**config.mk**
```make
export PLATFORM = sky130hd
export DESIGN_NAME = base64_line_wrapped_encoder_core
export DESIGN_NICKNAME = d
export VERILOG_FILES = /design/src/design/b64e_pkg.sv /design/src/design/b64e_group.sv /design/src/design/b64e_serial.sv /design/src/design/base64_line_wrapped_encoder_core.sv
export SDC_FILE = /design/constraint.sdc
export NUM_CORES = 1
export LEC_CHECK = 0
export BUFFER_PORTS_ARGS = -buffer_cell sky130_fd_sc_hd__buf_4
export CAP_MARGIN = 30
export CORE_MARGIN = 1
export CORE_UTILIZATION = 38
export CTS_CLUSTER_DIAMETER = 200
export DETAILED_ROUTE_END_ITERATION = 7
export GPL_TIMING_DRIVEN = 0
export PLACE_DENSITY_LB_ADDON = 0.3
export SETUP_SLACK_MARGIN = 0.05
export SYNTH_ARGS = -nofsm -noshare
export SYNTH_HDL_FRONTEND = slang
export SYNTH_SLANG_ARGS = --single-unit
```
**constraint.sdc**
```tcl
create_clock -name clk -period 3.4 [get_ports clk]
set_input_delay 0.34 -clock clk [delete_from_list [all_inputs] [get_ports clk]]
set_output_delay 0.34 -clock clk [all_outputs]
set_load 0.1 [all_outputs]
```
**src/design/b64e_pkg.sv**
```systemverilog
`timescale 1ns / 1ps
// ----------------------------------------------------------------------------
// b64e_pkg
// Shared types, character codes and the alphabet lookup for the base64
// line-wrapped encoder.
// ----------------------------------------------------------------------------
package b64e_pkg;

    // Groups of four characters on one 76-column line
    localparam logic [4:0] GROUPS_PER_LINE = 5'd19;

    localparam logic [7:0] CHAR_CR  = 8'd13;
    localparam logic [7:0] CHAR_LF  = 8'd10;
    localparam logic [7:0] CHAR_PAD = 8'd61;

    // Encoder state carried between items
    typedef struct packed {
        logic [1:0]  phase;    // bytes pending in the current group
        logic [15:0] pending;  // first byte in [15:8], second in [7:0]
        logic [4:0]  groups;   // complete groups on the current line
        logic        started;  // something already emitted in this message
    } enc_state_t;

    // One group of characters handed to the serialiser
    typedef struct packed {
        logic            has_out;  // item produces characters
        logic            crlf;     // line break precedes the group
        logic [3:0][7:0] chars;    // chars[0] goes out first
        logic            last;     // fourth char closes the message
    } group_rec_t;

    // Standard alphabet: A-Z, a-z, 0-9, '+', '/'
    function automatic logic [7:0] sym(input logic [5:0] v);
        logic [7:0] r;
        begin
            if (v < 6'd26)
                r = 8'd65 + {2'b00, v};
            else if (v < 6'd52)
                r = 8'd97 + {2'b00, v} - 8'd26;
            else if (v < 6'd62)
                r = 8'd48 + {2'b00, v} - 8'd52;
            else if (v == 6'd62)
                r = 8'd43;
            else
                r = 8'd47;
            return r;
        end
    endfunction

endpackage

```
**src/design/b64e_group.sv**
```systemverilog
`timescale 1ns / 1ps
// ----------------------------------------------------------------------------
// b64e_group
// Combinational group former: from the held state and one input item it
// builds the next state and the group of characters, if any.
// ----------------------------------------------------------------------------
module b64e_group
    import b64e_pkg::*;
(
    input  enc_state_t  st,
    input  logic [7:0]  data_byte,
    input  logic        end_of_message,
    output enc_state_t  st_next,
    output group_rec_t  rec
);

    logic [1:0] phase;
    logic [7:0] b0;
    logic [7:0] b1;
    logic       crlf;
    logic [4:0] groups_open;

    // Phase three never arises; treat as empty
    assign phase = (st.phase == 2'd3) ? 2'd0 : st.phase;
    assign b0    = st.pending[15:8];
    assign b1    = st.pending[7:0];

    // Line break once the line holds a full 76 columns
    assign crlf        = st.started && (st.groups >= GROUPS_PER_LINE);
    assign groups_open = (crlf ? 5'd0 : st.groups) + 5'd1;

    always_comb
    begin
        st_next     = st;
        rec.has_out = 1'b0;
        rec.crlf    = crlf;
        rec.last    = end_of_message;
        rec.chars   = '0;

        if (phase == 2'd2)
        begin
            // Full group of three bytes
            rec.has_out    = 1'b1;
            rec.chars[0]   = sym(b0[7:2]);
            rec.chars[1]   = sym({b0[1:0], b1[7:4]});
            rec.chars[2]   = sym({b1[3:0], data_byte[7:6]});
            rec.chars[3]   = sym(data_byte[5:0]);
            st_next.phase   = 2'd0;
            st_next.pending = 16'd0;
            st_next.groups  = groups_open;
            st_next.started = 1'b1;
        end
        else if (!end_of_message)
        begin
            // Hold the byte until the group completes
            if (phase == 2'd0)
                st_next.pending = {data_byte, 8'd0};
            else
                st_next.pending = {b0, data_byte};
            st_next.phase = phase + 2'd1;
        end
        else if (phase == 2'd1)
        begin
            // Two-byte tail, one pad
            rec.has_out  = 1'b1;
            rec.chars[0] = sym(b0[7:2]);
            rec.chars[1] = sym({b0[1:0], data_byte[7:4]});
            rec.chars[2] = sym({data_byte[3:0], 2'b00});
            rec.chars[3] = CHAR_PAD;
        end
        else
        begin
            // One-byte tail, two pads
            rec.has_out  = 1'b1;
            rec.chars[0] = sym(data_byte[7:2]);
            rec.chars[1] = sym({data_byte[1:0], 4'd0});
            rec.chars[2] = CHAR_PAD;
            rec.chars[3] = CHAR_PAD;
        end

        // Message closed: back to a fresh line
        if (end_of_message)
            st_next = '0;
    end

endmodule

```
**src/design/b64e_serial.sv**
```systemverilog
`timescale 1ns / 1ps
// ----------------------------------------------------------------------------
// b64e_serial
// Result register: holds up to six characters of one group (with optional
// CR LF) and hands them out one item per cycle while m_tready is high.
// ----------------------------------------------------------------------------
module b64e_serial
    import b64e_pkg::*;
(
    input  logic        clk,
    input  logic        rst_n,
    input  logic        load,
    input  group_rec_t  rec,
    output logic        load_ok,
    output logic        m_tvalid,
    input  logic        m_tready,
    output logic [7:0]  m_tdata,   // [7:0] out_char
    output logic        m_tlast    // last_char
);

    logic [5:0][7:0] slot_reg;
    logic [5:0][7:0] slot_next;
    logic [2:0]      count_reg;
    logic [2:0]      count_next;
    logic            last_reg;
    logic            last_next;
    logic            take;

    assign m_tvalid = (count_reg != 3'd0);
    assign take     = m_tvalid && m_tready;
    assign load_ok  = (count_reg == 3'd0) || ((count_reg == 3'd1) && m_tready);
    assign m_tdata  = slot_reg[0];
    assign m_tlast  = last_reg && (count_reg == 3'd1);

    // Load a new group or shift out one character
    always_comb
    begin
        slot_next  = slot_reg;
        count_next = count_reg;
        last_next  = last_reg;
        if (load)
        begin
            last_next = rec.last;
            if (rec.crlf)
            begin
                slot_next  = {rec.chars[3], rec.chars[2], rec.chars[1], rec.chars[0],
                              CHAR_LF, CHAR_CR};
                count_next = 3'd6;
            end
            else
            begin
                slot_next  = {16'd0, rec.chars[3], rec.chars[2], rec.chars[1],
                              rec.chars[0]};
                count_next = 3'd4;
            end
        end
        else if (take)
        begin
            slot_next  = {8'd0, slot_reg[5:1]};
            count_next = count_reg - 3'd1;
        end
    end

    always_ff @(posedge clk or negedge rst_n)
    begin
        if (!rst_n)
        begin
            count_reg <= 3'd0;
            last_reg  <= 1'b0;
        end
        else
        begin
            count_reg <= count_next;
            last_reg  <= last_next;
        end
    end

    // Payload, no reset
    always_ff @(posedge clk)
    begin
        slot_reg <= slot_next;
    end

endmodule

```
**src/design/base64_line_wrapped_encoder_core.sv**
```systemverilog
`timescale 1ns / 1ps
// An item is registered in the input register on acceptance; its characters
// are loaded into the result register once that register is free and go out
// from it one per cycle while the sink is ready.
// One item is taken per cycle while items give no characters; a group
// occupies the one-character output until its four characters, or six with
// CR LF, have gone out.
// Reset (rst_n low, asynchronous) empties both registers and starts a fresh line.
// ----------------------------------------------------------------------------
// base64_line_wrapped_encoder_core
// Base64 encoder with CR LF line breaks every 76 characters.
// ----------------------------------------------------------------------------
module base64_line_wrapped_encoder_core
    import b64e_pkg::*;
(
    input  logic        clk,
    input  logic        rst_n,
    input  logic        s_tvalid,
    output logic        s_tready,
    input  logic [7:0]  s_tdata,   // [7:0] data_byte
    input  logic        s_tlast,   // end_of_message
    output logic        m_tvalid,
    input  logic        m_tready,
    output logic [7:0]  m_tdata,   // [7:0] out_char
    output logic        m_tlast    // last_char
);

    logic       in_valid_reg;
    logic       in_valid_next;
    logic [7:0] in_byte_reg;
    logic       in_last_reg;
    enc_state_t st_reg;
    enc_state_t st_next;
    enc_state_t st_calc;
    group_rec_t rec;
    logic       load_ok;
    logic       proc_fire;
    logic       s_take;

    // Item leaves the input register once the result register can take it
    assign proc_fire = in_valid_reg && (!rec.has_out || load_ok);
    assign s_tready  = !in_valid_reg || proc_fire;
    assign s_take    = s_tvalid && s_tready;

    assign in_valid_next = s_take || (in_valid_reg && !proc_fire);
    assign st_next       = proc_fire ? st_calc : st_reg;

    b64e_group u_group (
        .st             (st_reg),
        .data_byte      (in_byte_reg),
        .end_of_message (in_last_reg),
        .st_next        (st_calc),
        .rec            (rec)
    );

    b64e_serial u_serial (
        .clk      (clk),
        .rst_n    (rst_n),
        .load     (proc_fire && rec.has_out),
        .rec      (rec),
        .load_ok  (load_ok),
        .m_tvalid (m_tvalid),
        .m_tready (m_tready),
        .m_tdata  (m_tdata),
        .m_tlast  (m_tlast)
    );

    // Control and encoder state
    always_ff @(posedge clk or negedge rst_n)
    begin
        if (!rst_n)
        begin
            in_valid_reg <= 1'b0;
            st_reg       <= '0;
        end
        else
        begin
            in_valid_reg <= in_valid_next;
            st_reg       <= st_next;
        end
    end

    // Input payload
    always_ff @(posedge clk)
    begin
        if (s_take)
        begin
            in_byte_reg <= s_tdata;
            in_last_reg <= s_tlast;
        end
    end

endmodule

```
-- After elaboration in Yosys (flattened, before gate mapping)
Index checks and enable logic that the tools add are counted.
- bits in registers: 86
- input bits: 13
- output and inout bits: 11
- $add $sub $neg: 43
- magnitude comparators: 25
- equality and inequality tests: 10
- multiplexer cells: 47
- reductions and logical operators: 23
- operator list (operator ; number):
    2-to-1 mux 8 bit ; 24
    2-to-1 mux 48 bit ; 3
    adder 7 x 6 -> 8 bit, first input constant ; 16
    < comparator 6 bit, second input constant ; 16
    2-to-1 mux 32 bit ; 2
    subtractor 8 x 5 -> 8 bit, second input constant ; 8
    subtractor 8 x 6 -> 8 bit, second input constant ; 8
    adder 6 x 6 -> 7 bit, first input constant ; 8
    < comparator 6 x 5 -> 1 bit, second input constant ; 8
    2-to-1 mux 24 bit ; 2
    == test 6 bit, second input constant ; 6
    2-to-1 mux 3 bit ; 8
    2-to-1 mux 18 bit ; 1
    2-to-1 mux 16 bit ; 1
    logical AND 1 bit ; 8
    2-to-1 mux 6 bit ; 1
    nonzero test 3 bit ; 2
    adder 5 x 1 -> 5 bit, second input constant ; 1
    >= comparator 5 bit, second input constant ; 1
    2-to-1 mux 5 bit ; 1
    == test 2 bit, second input constant ; 2
    logical OR 1 bit ; 4
    2-to-1 mux 2 bit ; 2
    AND reduction 2 bit ; 2
    other kinds (9) ; 13

-- Logic depth before layout (Yosys ltp)
- depth in word-level cells: 10
- depth in mapped cells: 11
- mapped depth without buffers: 8

-- By module
A second synthesis with hierarchy kept.
- cell total of the unflattened synthesis: 797
- area, all modules: 6926.6 um^2
- by module, submodules not included (module ; times used ; cells an instance ; area an instance (um^2) ; sequential area each (um^2)):
    b64e_group ; 1 ; 517 ; 3209.3 ; 0.0
    b64e_serial ; 1 ; 214 ; 2482.4 ; 1541.5
    base64_line_wrapped_encoder_core ; 1 ; 66 ; 1234.9 ; 895.9

-- Worst setup path before layout
Ideal clock, no wire load.
- path type: register to register
- start: reg st_reg[22] (netlist name)
- end: reg u_serial.slot_reg, in the netlist u_serial.m_tdata[0], enable pin
- library setup time: 0.583 ns
- arrival time: 2.542 ns
- path slack: 0.274 ns
- stages on the path, launching flop included: 9
- buffers on the path: 3
- path through: dfrtp_1 inv_1 ha_1 buf_2 or2_2 nand3_1 buf_2 buf_1 nand2_1
- longest elaborated chain between the ends: 9
- ends and longest elaborated chain (element ; RTL line ; RTL):
    start, declared ; base64_line_wrapped_encoder_core.sv:32 ; enc_state_t st_reg;
    start signal, assigned ; base64_line_wrapped_encoder_core.sv:79 ; st_reg <= st_next;
    == test 2 bit ; b64e_group.sv:24 ; assign phase = (st.phase == 2'd3) ? 2'd0 : st.phase;
    2-to-1 mux 2 bit (*) ; b64e_group.sv:24 ;
    == test 2 bit (*) ; b64e_group.sv:40 ; if (phase == 2'd2)
    2-to-1 mux 1 bit (*) ; b64e_group.sv:40 ;
    zero test 1 bit ; base64_line_wrapped_encoder_core.sv:41 ; assign proc_fire = in_valid_reg && (!rec.has_out || load_ok);
    logical OR 1 bit ; base64_line_wrapped_encoder_core.sv:41 ;
    logical AND 1 bit ; base64_line_wrapped_encoder_core.sv:41 ;
    logical AND 1 bit (*) ; base64_line_wrapped_encoder_core.sv:59 ; .load (proc_fire && rec.has_out),
    nonzero test 2 bit (no line) (*) ; -- ;
    end signal, assigned ; b64e_serial.sv:81 ; slot_reg <= slot_next;
    end, declared ; b64e_serial.sv:21 ; logic [5:0][7:0] slot_reg;
Mark *: on every way between the ends. The rest lies on a longest branch, timed or not.
A chain may end at the register's enable or synchronous reset.

==> results_dict.tcl <==
set metrics [dict create \
    status "completed" \
    clkSlewWorstSetupHoldPaths_ns 0.07 \
    synth.area.top_cells "edfxtp_1 24%, dfrtp_1 10%, ha_1 9.9%" \
    vias 6879 \
    ant_nets 0 \
    synth-seq-area-share_pct 33.9 \
    synth.most_common_cell "nand2_1" \
    ys_types 77 \
    areaGrowthSynthToFinish_pct 11.7 \
    whs_path_depth 1 \
    syn_area_um2 7180 \
    coreArea_um2 18300 \
    rsz0062_at_grt "false" \
    min_path_type "input port to flop" \
    r2r-end "u_serial.slot_reg[14]" \
    synthArstFlopShare_pct 33.7 \
    fin_nets 954 \
    io_buffers 23 \
    p_leak_uw 0.00316 \
    tightest_slew_ns 0.806 \
    drt-met1-wl_um 10400 \
    drtPass1Iterations 5 \
    cp.arrival_ns 3.35 \
    largest_reg_flops 40 \
    fin_area_um2 8020 \
    nFillCells 1837 \
    cp_max_fo 10 \
    grt_start_max_net_pins 40 \
    synth_common_cells "127 x nand2_1, 75 x o21ai_0, 57 x edfxtp_1, 57 x ha_1, 48 x a21oi_1" \
    final_layout_size_suffix_gt1_share_pct 11.8 \
    grt_pass1_vias 6241 \
    maxCapViolations 0 \
    min-delay-start "s_tdata[0]" \
    drv_slew 0 \
    antenna_found_initial 0 \
    cts_tree "done" \
    critPathKind "flop to flop" \
    top_layer "met4" \
    drc_errors 0 \
    hold_ws_ns 0.150 \
    routedWlPerCell_um 21.2 \
    fin_ws_ns 0.139 \
    wl_met2_um 10200 \
    cp_slowest_cell "edfxtp_1" \
    start_kind "flop" \
    cp.required_ns 3.49 \
    cellPowerDensity_nw_per_um2 842 \
    fmax_mhz 307 \
    r2r-start "in_byte_reg[7]" \
    synthFlopType "edfxtp_1" \
    routed_wirelength_um 23700 \
    utilization_pct 43.9 \
    initial_utilization_pct 39.3 \
    clock_latency_ns 0.36 \
    crit_path_cell_trace "buf_2 -> clkbuf_4 -> inv_1 -> ha_1 -> nor2b_1 -> buf_2 -> nand2_1 -> nor3_1 -> o41a_1 -> a21oi_1 -> o21ai_0" \
    synth.avg_cell_area_um2 8.50 \
    grt_pass1_wl_um 37000 \
    cts_root_buf "clkbuf_16" \
    holdPathEnd "in_byte_reg[0]" \
    cts_buffers 9 \
    dr_wl_met3_um 2020 \
    clock-sinks 86 \
    ys_warn_count 0 \
    clockBufferDepth 2 \
    reg2reg_slack_ns 0.14 \
    dieWidth_um 139 \
    synth_nets 915 \
    die_h_um 139 \
    peakVddDrop_v 0.000393 \
    crit_path_end_kind "flop" \
    io_pins 24 \
    reg2regPathDepth 11 \
    dpl_cell_area_um2 7660 \
    hold_viol 0 \
    ys_ff_latch 86 \
    row_count 49 \
    yosys.area.top_type "edfxtp_1" \
    synth-edff-count 57 \
    min_period_ns 3.26 \
    syn_inst 845 \
    setup_viol 0 \
    synth.top_cell.area_share_pct 23.8 \
    slew_headroom_pct 46.3 \
    skew_ns 0.00915 \
    diodes 0 \
    min_period_over_period_pct 95.9 \
    crit_path_max_incr_delay_ns 0.51 \
    first_iter_violations 718 \
    die_area_um2 19500 \
    gp_congestion 0.986 \
    vias_per_cell 6.15 \
    dpl.hpwl_um 17400 \
    place_ws_ns 0.0121 \
    crit_top_cell "buf_2" \
    overflow 0 \
    htreeDepth 3 \
    grt_usage_pct 24.9 \
]
## cells by family after synthesis
family                   after synthesis  share of synthesized area [%]
XOR/XNOR                              31                           3.78
multiplexers                           9                           1.27
flip-flops                            86                           33.9
adder cells (fa/ha/maj)               57                           9.93
buffers and inverters                101                           6.46
AO/OA/AOI/OAI                        272                           25.4
AND/OR/NAND/NOR                      289                           19.2
## worst max-delay path: cells and delay by family (launching register included)
family	cells	cell delay, ns
compound gates	3	0.99
fa+ha+maj	1	0.30
buf+inv	4	0.85
flops	1	0.51
simple gates	3	0.33
## layer usage
layer | vias to the layer above | global-route usage (%)
met3 | 63 | 4.34
met2 | 362 | 36.2
li1 | 3183 | -
met1 | 3271 | 35.2
met5 | - | 0
met4 | 0 | 12.6
## worst max path at each step
stage,slack (ns),to,depth (start not counted),from
finish,0.14,u_serial.slot_reg[14],11,in_byte_reg[7]
global route,0.09,u_serial.slot_reg[30],11,in_byte_reg[7]
detailed placement,0.01,u_serial.slot_reg[28],10,in_byte_reg[7]
floorplan,0.27,u_serial.m_tdata[0],8,st_reg[22]
CTS,0.06,u_serial.slot_reg[26],11,in_byte_reg[7]
global placement,-0.98,u_serial.m_tdata[3],8,st_reg[22]
## layout by cell type (no fill, tap or decap), types with 21 or more instances in the layout
master,synthesis,routed
ha_1,57,57
nand3_1,27,27
a21oi_1,48,48
o21ai_0,75,75
a31oi_1,21,21
nor2_1,39,39
dfrtp_1,29,29
inv_1,34,34
xnor2_1,24,24
buf_4,9,35
buf_2,28,27
clkbuf_1,22,21
edfxtp_1,57,57
nand2_1,127,126
## area by class of cell
type / count / area, um^2 / share of cell area, %
Tap cell: 229 / 287 / 3.57
Clock inverter: 7 / 71.3 / 0.889
Inverter: 35 / 131 / 1.64
Clock buffer: 9 / 225 / 2.81
Multi-Input combinational cell: 658 / 4310 / 53.7
Sequential cell: 86 / 2440 / 30.4
Timing Repair Buffer: 28 / 225 / 2.81
Buffer: 66 / 338 / 4.21
## power by group
part / switching (uW) / leakage [uW] / total [uW] / internal [uW]
sequential: 264 / 0.000934 / 1900 / 1640
combinational: 2610 / 0.00207 / 3830 / 1220
clock: 501 / 0.000148 / 1020 / 522
total: 3370 / 0.00316 / 6750 / 3380
## what timing repair did
item,in CTS,in global routing
setup buffers,0,3
hold buffers,1,0
gates cloned,0,0
hold endpoints to repair,29,0
endpoints found under the setup margin,2,50
gates resized for setup,2,5
## per-stage QoR
stage | total power [uW] | setup TNS [ns] | std cells
2_1_floorplan | 4560 | 0 | 845
3_3_place_gp | 5610 | -47.05 | 1097
3_5_place_dp | 5640 | 0 | 1098
4_1_cts | 6680 | 0 | 1115
5_1_grt | 7170 | 0 | 1118
6_report | 6750 | 0 | 1118
Note: power is estimated with default switching activity, not from simulation.
